`src/rtl/ffpa_pkg.sv`:
```
// ----------------------------------------------------------------------------
// ffpa_pkg
// Shared types, constants and a helper function of the first-fit page allocator.
// ----------------------------------------------------------------------------
package ffpa_pkg;

  localparam int ADDR_W    = 64;
  localparam int WORD_BITS = 64;
  localparam int BIT_W     = 6;

  typedef logic [1:0] status_t;

  localparam status_t ST_DONE    = 2'd0;
  localparam status_t ST_NO_FREE = 2'd1;
  localparam status_t ST_RANGE   = 2'd2;

  typedef struct packed {
    logic set;
    logic clear;
  } sum_cmd_t;

  typedef struct packed {
    logic             found;
    logic [BIT_W-1:0] pos;
  } find_t;

  // Lowest bit that is zero in word and one in mask.
  function automatic find_t lowest_zero(input logic [WORD_BITS-1:0] word,
                                        input logic [WORD_BITS-1:0] mask);
    find_t                r;
    logic [WORD_BITS-1:0] freeb;
    freeb   = ~word & mask;
    r.found = |freeb;
    r.pos   = '0;
    for (int i = WORD_BITS - 1; i >= 0; i--) begin
      if (freeb[i]) begin
        r.pos = BIT_W'(i);
      end
    end
    return r;
  endfunction

endpackage

```
`src/rtl/ffpa_summary.sv`:
```
// ----------------------------------------------------------------------------
// ffpa_summary
// Top-level full flags, one per summary word, with a registered first-free search.
// ----------------------------------------------------------------------------
module ffpa_summary import ffpa_pkg::*; #(
  parameter int SUM_COUNT = 4,
  parameter int SUM_W     = 2
) (
  input  logic             clk,
  input  logic             rst_n,
  input  sum_cmd_t         cmd,
  input  logic [SUM_W-1:0] idx,
  output logic             any_free_r,
  output logic [SUM_W-1:0] first_free_r
);

  logic [SUM_COUNT-1:0] full_r;
  logic                 any_free_nxt;
  logic [SUM_W-1:0]     first_free_nxt;

  always_comb begin
    any_free_nxt   = 1'b0;
    first_free_nxt = '0;
    for (int i = SUM_COUNT - 1; i >= 0; i--) begin
      if (!full_r[i]) begin
        any_free_nxt   = 1'b1;
        first_free_nxt = SUM_W'(i);
      end
    end
  end

  always_ff @(posedge clk) begin
    if (!rst_n) begin
      full_r       <= '0;
      any_free_r   <= 1'b0;
      first_free_r <= '0;
    end else begin
      if (cmd.set) begin
        full_r[idx] <= 1'b1;
      end else if (cmd.clear) begin
        full_r[idx] <= 1'b0;
      end
      any_free_r   <= any_free_nxt;
      first_free_r <= first_free_nxt;
    end
  end

endmodule

```
`config.mk`:
```
export PLATFORM = sky130hd
export DESIGN_NAME = ffpa_summary
export DESIGN_NICKNAME = d
export VERILOG_FILES = /design/src/rtl/ffpa_pkg.sv /design/src/rtl/ffpa_summary.sv
export SDC_FILE = /design/constraint.sdc
export NUM_CORES = 1
export LEC_CHECK = 0
export ABC_CLOCK_PERIOD_IN_PS = 800
export BUFFER_PORTS_ARGS = -buffer_cell sky130_fd_sc_hd__clkbuf_2
export CAP_MARGIN = 25
export CORE_AREA = 2 2 39 41
export DETAILED_ROUTE_END_ITERATION = 8
export DIE_AREA = 0 0 41 43
export RECOVER_POWER = 25
export SETUP_SLACK_MARGIN = 0.3
export SYNTH_ARGS = -nofsm -noshare
export SYNTH_HDL_FRONTEND = slang
export SYNTH_SLANG_ARGS = --single-unit
```
`constraint.sdc`:
```
create_clock -name clk -period 0.8 [get_ports clk]
set_input_delay 0.16 -clock clk [delete_from_list [all_inputs] [get_ports clk]]
set_output_delay 0.16 -clock clk [all_outputs]
set_load 0.02 [all_outputs]
```
## Word-level counts from Yosys, hierarchy flattened

Index checks and enable logic that the tools add are counted.
Widths: inputs -> output; s select.

| word-level totals | value |
|---|---|
| word-level logic and storage cells | 24 |
| output and inout bits | 3 |
| register bits | 7 |
| bits of input ports | 6 |

| operators by class | value |
|---|---|
| bitwise operators | 3 |
| order comparisons | 2 |
| multiplexer cells | 11 |
| reduce and logical (&&, ||, !) cells | 4 |

Operators by type and width:

| cell | number |
|---|---|
| $mux 4 | 2 |
| $mux 1 | 6 |
| $and 4x4->4 | 1 |
| $mux 2 | 2 |
| $not 4->4 | 1 |
| $or 4x4->4 | 1 |
| $lt 2x3->1 const B | 1 |
| $reduce_and 3->1 | 1 |
| $demux 1 s2 | 1 |
| $ge 2x1->1 const B | 1 |
| $reduce_and 2->1 | 1 |
| $reduce_bool 2->1 | 1 |
| $logic_and 1x1->1 | 1 |

## Depth between registers and ports, before layout

Gate-level depths: netlist (run 1).

| depth | value |
|---|---|
| depth in word-level cells | 8 |
| gate-level depth with buffers | 2 |
| gate-level depth less buffers | 2 |

## Worst setup path after synthesis (run 1)

OpenSTA, ideal clock, no wires.

| path | value |
|---|---|
| kind | register -> register |
| from | reg with a tool-made name |
| to | reg first_free_r[0] |
| clock period less this slack | 0.616 ns |
| buffers on the path | 0 |
| data required time | 0.730 ns |
| stages on the path, launching flop included | 3 |
| setup slack | 0.184 ns |
| arrival time | 0.546 ns |
| cell sequence | dfxtp_1 > nand2b_1 > a21oi_1 |

RTL lines:

| what | RTL line | text |
|---|---|---|
| end signal, assigned | ffpa_summary.sv:44 | `first_free_r <= first_free_nxt;` |
| end, declared | ffpa_summary.sv:14 | `output logic [SUM_W-1:0] first_free_r` |

## Final worst setup path (run 1)

| path | value |
|---|---|
| from | reg any_free_r |
| to | out any_free_r |

RTL lines:

| what | RTL line | text |
|---|---|---|
| start, declared | ffpa_summary.sv:13 | `output logic any_free_r,` |
| start signal, assigned | ffpa_summary.sv:43 | `any_free_r <= any_free_nxt;` |

No word-level cell between the ends.

==> metrics.md, run 1 <==
| Metric | Value |
|---|---|
| FMAX | `1158 MHz` |
| Die Wd | `between 40 and 50 um` |
| Setup violators final | `3` |
| Sw frac | `24.20%` |
| Failing checks | `setup timing` |
| Yosys cell types | `12` |
| Ports | `9` |
| Yosys Warn Count | `0` |
| VDD IR max | `0.0003864 V` |
| Slowest stage delay, CP | `0.34 ns` |
| Power Dens Cells | `1681 mW/mm^2` |
| Full die area | `0.001763 sq mm` |
| Critical path type | `register to output port` |
| NetSw | `189.9 uW` |
| RD Place Congestion | `0.6765` |
| Die Y | `43 um` |
| Max_cap viols | `0` |
| Clk root buf | `clkbuf_4` |
| Clk pwr share | `approximately two fifths` |
| First-pass GRT wire length | `~900 um` |
| Worst-margin pin slew | `0.2455 ns` |
| H-Tree Depth | `1` |
| Hold Crit Class | `primary input to register` |
| Final period util | `107.9%` |
| Placed Area | `347.8 sq um` |
| WP buf/inv | `1` |
| Final WL | `594 um` |
| Skew final | `~0.0028 ns` |
| Vias in the first global route | `about 210` |
| RSZ-0062 raised after global routing | `yes` |
| # rows | `14` |
| Nets@finish | `48` |
| WL per Instance | `about 10 um` |
| Synthesis-to-finish area growth | `74.30%` |
| Cell Int Power | `just under 600 uW` |
| CTS tree | `yes` |
| TritonRoute pass-1 iters | `2` |
| Syn Area/Cell | `slightly above 9 sq um` |
| Layout cells sized above 1 | `75.61%` |
| Starting DRT DRC Count | `4` |
| Initial Util | `19.35%` |
| Status | `finished with violations` |
| Reg clk slew, reported paths | `0.05 ns` |
| # port buffers | `8` |
| Pleak | `0.1876 nW` |
| CTS max path bufs | `2` |
| Clk sinks | `7` |
| Core Util, Final | `33.73%` |
| Placed wire-length estimate | `410.1 um` |
| Relative slew slack | `83.60%` |
| Design area | `466.7 sq um` |
| Combinational share of power | `12.0%` |
| Flops & latches, synth | `7` |
| Hold Startpoint | `cmd[1]` |
| Detail Route Antenna Nets | `0` |
| CP max FO | `1` |
| Antenna violations before repair | `0` |
| Post-CTS Setup Repair Bufs | `0` |
| Sequential share of power | `48.0%` |
| Ant. Diodes | `0` |
| Min cycle time layout | `roughly 0.86 ns` |
| Hold_buf cts | `0` |
| DRC | `0` |
| CP Cell Sequence | `buf_8` |
| Final number of max-transition violations | `0` |
| TritonCTS Buffers | `3` |
| Post-Syn Area | `around 270 sq um` |
| Syn nets | `35` |
| Vias post-DR | `about 250` |
| CP arrival | `about 0.70 ns` |
| Fin. Hold Viols | `0` |
| Sequential element share of the synthesized area | `52.34%` |
| Core Region | `0.001384 sq mm` |
| Via density | `4.439` |
| Synth Instances | `29` |
| Clk Latency, worst-skew pair | `0.25 ns` |
| Setup crit end kind | `output port` |
| Family with the most delay on the worst path | `flip-flops` |
| Req. time, crit path | `approximately 0.64 ns` |
| Critical Path Source | `any_free_r` |
| Setup ws final | `-0.06347 ns` |
| GRT Overall Usage | `under 10%` |
| Global route overflow | `0` |
| Worst path slowest cell | `dfxtp_4` |
| Startpoint class of the critical path | `register` |
| Largest net degree at the start of global routing | `9` |
==> tightest hold or removal path, stage by stage <==
cell	delay, ns
clkbuf_2	0.09
nand2_1	0.11
o22ai_2	0.08
==> routing by layer <==
metal / GRT usage, % / part of all wire (%) / vias to the layer above
met5: 0 / 0 / -
met3: 3.141 / 7.4 / 2
li1: - / - / 127
met2: 9.688 / 49 / 9
met1: 9.615 / 42 / 115
met4: 8.000 / 1.0 / 0
==> repair_timing <==
item / in CTS / in global routing
resized for setup: 13 / 11
setup endpoints to repair: 10 / 10
pin swaps: 3 / 2
==> cells in the mapped netlist <==
library cell	instances	area (sq um)
nand3_1	1	5.000
and3_2	1	7.510
inv_1	1	3.750
o22ai_1	4	25.02
dfxtp_1	7	140.1
a21oi_1	2	10.01
nand2_1	6	22.52
and3b_1	1	8.760
a41oi_1	1	8.760
nor3b_1	1	7.510
and3b_2	1	10.01
nand2b_1	3	18.77
==> final timing paths <==
| kind | endpoint | cells after the start | slack [ns] |
|---|---|---|---|
| worst max-delay path | any_free_r | 1 | -0.06 |
| worst min-delay path | register | 3 | 0.23 |
| worst max register to register | register | 2 | 0.12 |
| worst min register to register | first_free_r[1] | 1 | 0.44 |
==> cell families after synthesis <==
logic type             after synthesis  share of synthesized area (%)
buffers and inverters                1                          1.401
AO/OA/AOI/OAI                        7                          16.35
flip-flops                           7                          52.33
AND/OR/NAND/NOR                     14                          29.91
==> stage by stage <==
step	total power, mW	setup WS, ns	std cells	TNS [ns]	hold slack (ns)
after CTS	0.7905	-0.09072	57	-0.2444	0.1887
final	0.7845	-0.06347	57	-0.1641	0.2269
after floorplan	0.4185	0.2073	29	0	0.2628
after global routing	0.8377	-0.09175	57	-0.2490	0.2358
after detailed placement	0.4521	0.07917	53	0	0.4310
after global placement	0.4503	0.06732	53	0	0.4293
==> layout make-up <==
class	instances	area, sq um
fillers	144	917.1
multi-input cells	21	182.7
flip-flops and latches	7	163.9
repair buffers	8	70.07
clock buffers	4	26.28
well taps	16	20.02
inverters	1	3.754
==> cell usage in the layout (no fill, tap or decap) <==
| master | n |
|---|---|
| dfxtp_4 | 6 |
| o22ai_2 | 3 |
| a41oi_2 | 1 |
| nand2b_4 | 1 |
| nand2b_1 | 2 |
| dfxtp_2 | 1 |
| clkbuf_2 | 5 |
| nor3b_1 | 1 |
| nand2_4 | 1 |
| a21oi_2 | 2 |
| nand3_2 | 1 |
| o22ai_1 | 1 |
| nand2_2 | 2 |
| and3b_2 | 1 |
| and3_2 | 1 |
| clkbuf_1 | 1 |
| inv_1 | 1 |
| clkbuf_4 | 3 |
| nand2_1 | 3 |
| and3b_1 | 1 |
| buf_8 | 3 |
==> power by group through the flow <==
stage	registers, mW	logic, mW	clock network (mW)
2_1_floorplan	0.386	0.0328	0
3_3_place_gp	0.381	0.0692	0
3_5_place_dp	0.382	0.0701	0
4_1_cts	0.376	0.0813	0.333
5_1_grt	0.379	0.102	0.357
6_report	0.376	0.0945	0.314
No activity file was read; power rests on OpenSTA's default activity.
==> run 2, diff against run 1 <==
Settings changed: CELL_PAD_IN_SITES_DETAIL_PLACEMENT from default to 2, CELL_PAD_IN_SITES_GLOBAL_PLACEMENT from default to 2, PLACE_DENSITY_LB_ADDON from default to 0.1.
==> run 2 against run 1 <==
Effect of this change: the run still ends with setup timing left; hold slack worse by 0.0064 ns; flip-flop and latch count unchanged; clock skew increased by 0.0024 ns; total power is 1.7% higher; routed wire length is 28% higher; fmax fell by 0.51%; worst setup slack got worse by 0.0044 ns; sequential share of layout area down 0.80 points; global-route usage increased by 4.0 points; clock-buffer cell count unchanged; critical endpoint unchanged.
==> metrics.md, run 2 (synthesis gave the netlist of run 1 again) <==
| Metric | Value |
|---|---|
| # port buffers | `8 (unchanged)` |
| Vias post-DR | `264 (+4.3%)` |
| CP Cell Sequence | `buf_8` |
| Global route overflow | `0 (unchanged)` |
| Final number of max-transition violations | `0 (unchanged)` |
| RD Place Congestion | `0.6787 (+0.33%)` |
| Nets@finish | `48 (unchanged)` |
| Setup crit end kind | `output port` |
| Synthesis-to-finish area growth | `74.30% (unchanged)` |
| WP buf/inv | `1 (unchanged)` |
| Power Dens Cells | `1710 mW/mm^2 (+1.7%)` |
| M3 GR Usage | `3.141% (unchanged)` |
| Ports | `9 (unchanged)` |
| Detail Route Antenna Nets | `0 (unchanged)` |
| Max_cap viols | `0 (unchanged)` |
| GRT Overall Usage | `11.96% (+4.0 points)` |
| Setup TNS | `-0.1689 ns (-0.004788 ns)` |
| Pleak | `0.1861 nW (-0.80%)` |
| Clk root buf | `clkbuf_4` |
| Filler cells | `155 (+7.6%)` |
| Placed wire-length estimate | `580.9 um (+42%)` |
| Skew final | `0.005208 ns (+0.002409 ns)` |
| Final period util | `108.5% (+0.55 points)` |
| Fin. Hold Viols | `0 (unchanged)` |
| Setup violators final | `3 (unchanged)` |
| CTS tree | `yes` |
| Req. time, crit path | `0.64 ns (about the same)` |
| Initial Util | `19.35% (unchanged)` |
| Core Region | `0.001384 sq mm (unchanged)` |
| DRC | `0 (unchanged)` |
| Worst path slowest cell | `dfxtp_4` |
| Post-CTS Setup Repair Bufs | `0 (unchanged)` |
| Failing checks | `setup timing` |
| TritonRoute pass-1 iters | `1 (-1)` |
| Pre-CTS WS | `0.06335 ns (-0.01582 ns)` |
| Startpoint class of the critical path | `register` |
| Non-filler instance count after layout | `57 (unchanged)` |
| WHS Path Cells | `3 (unchanged)` |
| Most frequent cells in the layout | `dfxtp_4 (5), clkbuf_2 (5), nand2_2 (3), clkbuf_4 (3), buf_8 (3)` |
| Die Wd | `41 um (unchanged)` |
| Status | `finished with violations` |
| Critical path type | `register to output port` |
| Ant. Diodes | `0 (unchanged)` |
| Placed Area | `347.8 sq um (unchanged)` |
| Worst r2r path cells | `2 (unchanged)` |
| Design area | `466.7 sq um (unchanged)` |
| Critical Path Source | `any_free_r` |
| Family with the most delay on the worst path | `flip-flops` |
| CTS max path bufs | `2 (unchanged)` |
| CP max FO | `1 (unchanged)` |
| VDD IR max | `0.0006089 V (+58%)` |
| Setup ws final | `-0.06789 ns (-0.004419 ns)` |
| Via density | `4.632 (+4.3%)` |
| Slowest stage delay, CP | `0.34 ns (about the same)` |
| H-Tree Depth | `1 (unchanged)` |
| Clk Latency, worst-skew pair | `0.25 ns (about the same)` |
| TritonCTS Buffers | `3 (unchanged)` |
| CP arrival | `0.71 ns (about the same)` |
| First-pass GRT wire length | `1.311 mm (+45%)` |
| Hold Startpoint | `cmd[1]` |
| Die Y | `43 um (unchanged)` |
| Layout cells sized above 1 | `73.17% (-2.4 points)` |
| Clk sinks | `7 (unchanged)` |
| Largest net degree at the start of global routing | `9 (unchanged)` |
| Reg clk slew, reported paths | `0.06 ns (about the same)` |
| Min cycle time layout | `0.8679 ns (+0.004419 ns)` |
| Gr busiest metal | `met2` |
| Worst-margin pin slew | `0.2765 ns (+0.03106 ns)` |
| FMAX | `1152 MHz (-0.51%)` |
| # rows | `14 (unchanged)` |
| RSZ-0062 raised after global routing | `yes` |
| Relative slew slack | `81.57% (-2.0 points)` |
| Critical path depth in cells | `1 (unchanged)` |
| Hold Crit Class | `primary input to register` |
| Final WL | `759 um (+28%)` |
| # placed instances | `53 (unchanged)` |
| Global routing usage on met1 | `13.23% (+3.6 points)` |
| Full die area | `0.001763 sq mm (unchanged)` |
| WL per Instance | `13.32 um (+28%)` |
| Grt met2 use | `16.88% (+7.2 points)` |
| Starting DRT DRC Count | `0 (-4)` |
| Antenna violations before repair | `0 (unchanged)` |
| Vias in the first global route | `294 (+39%)` |
## run 2: repair_timing
action,4_1_cts,5_1_grt
cloned,0,0
endpoints found under the hold margin,0,0
pin swaps,2,2
resized for setup,20,6
hold buffers,0,0
setup endpoints to repair,10,10
## run 2: worst paths after layout
path,end,slack [ns]
setup reg to reg,first_free_r[0],0.05
hold / removal,register,0.22
hold reg to reg,first_free_r[0],0.48
setup / recovery,any_free_r,-0.07
## run 2: layout make-up
class	count	area, sq um	share of cell area, %
Inverter	1	3.754	0.8043
Tap cell	16	20.02	4.290
Timing Repair Buffer	8	70.07	15.01
Sequential cell	7	160.2	34.32
Multi-Input combinational cell	21	186.4	39.95
Clock buffer	4	26.28	5.630
## run 2: metal layers
| metal | part of all wire (%) | vias to the layer above | routed length, um |
|---|---|---|---|
| met1 | 38 | 127 | 290 |
| met3 | 3.7 | 0 | 28 |
| met4 | 0 | 0 | 0 |
| li1 | - | 129 | - |
| met2 | 58 | 8 | 440 |
| met5 | 0 | - | 0 |
## run 2: power breakdown
part | total [mW] | internal (mW) | switching (mW) | leakage, nW
Clock | 0.322 | 0.190 | 0.132 | 0.0150
Sequential | 0.381 | 0.357 | 0.0239 | 0.0611
Combinational | 0.0955 | 0.0483 | 0.0472 | 0.110
## run 2: stage by stage
step	power (mW)	utilization [%]	hold WS, ns
after CTS	0.8067	32.37	0.1963
after floorplan	0.4185	-	0.2628
after global routing	0.8506	33.73	0.2309
after global placement	0.4533	25.14	0.4351
after detailed placement	0.4572	25.14	0.4578
final	0.7980	33.73	0.2205
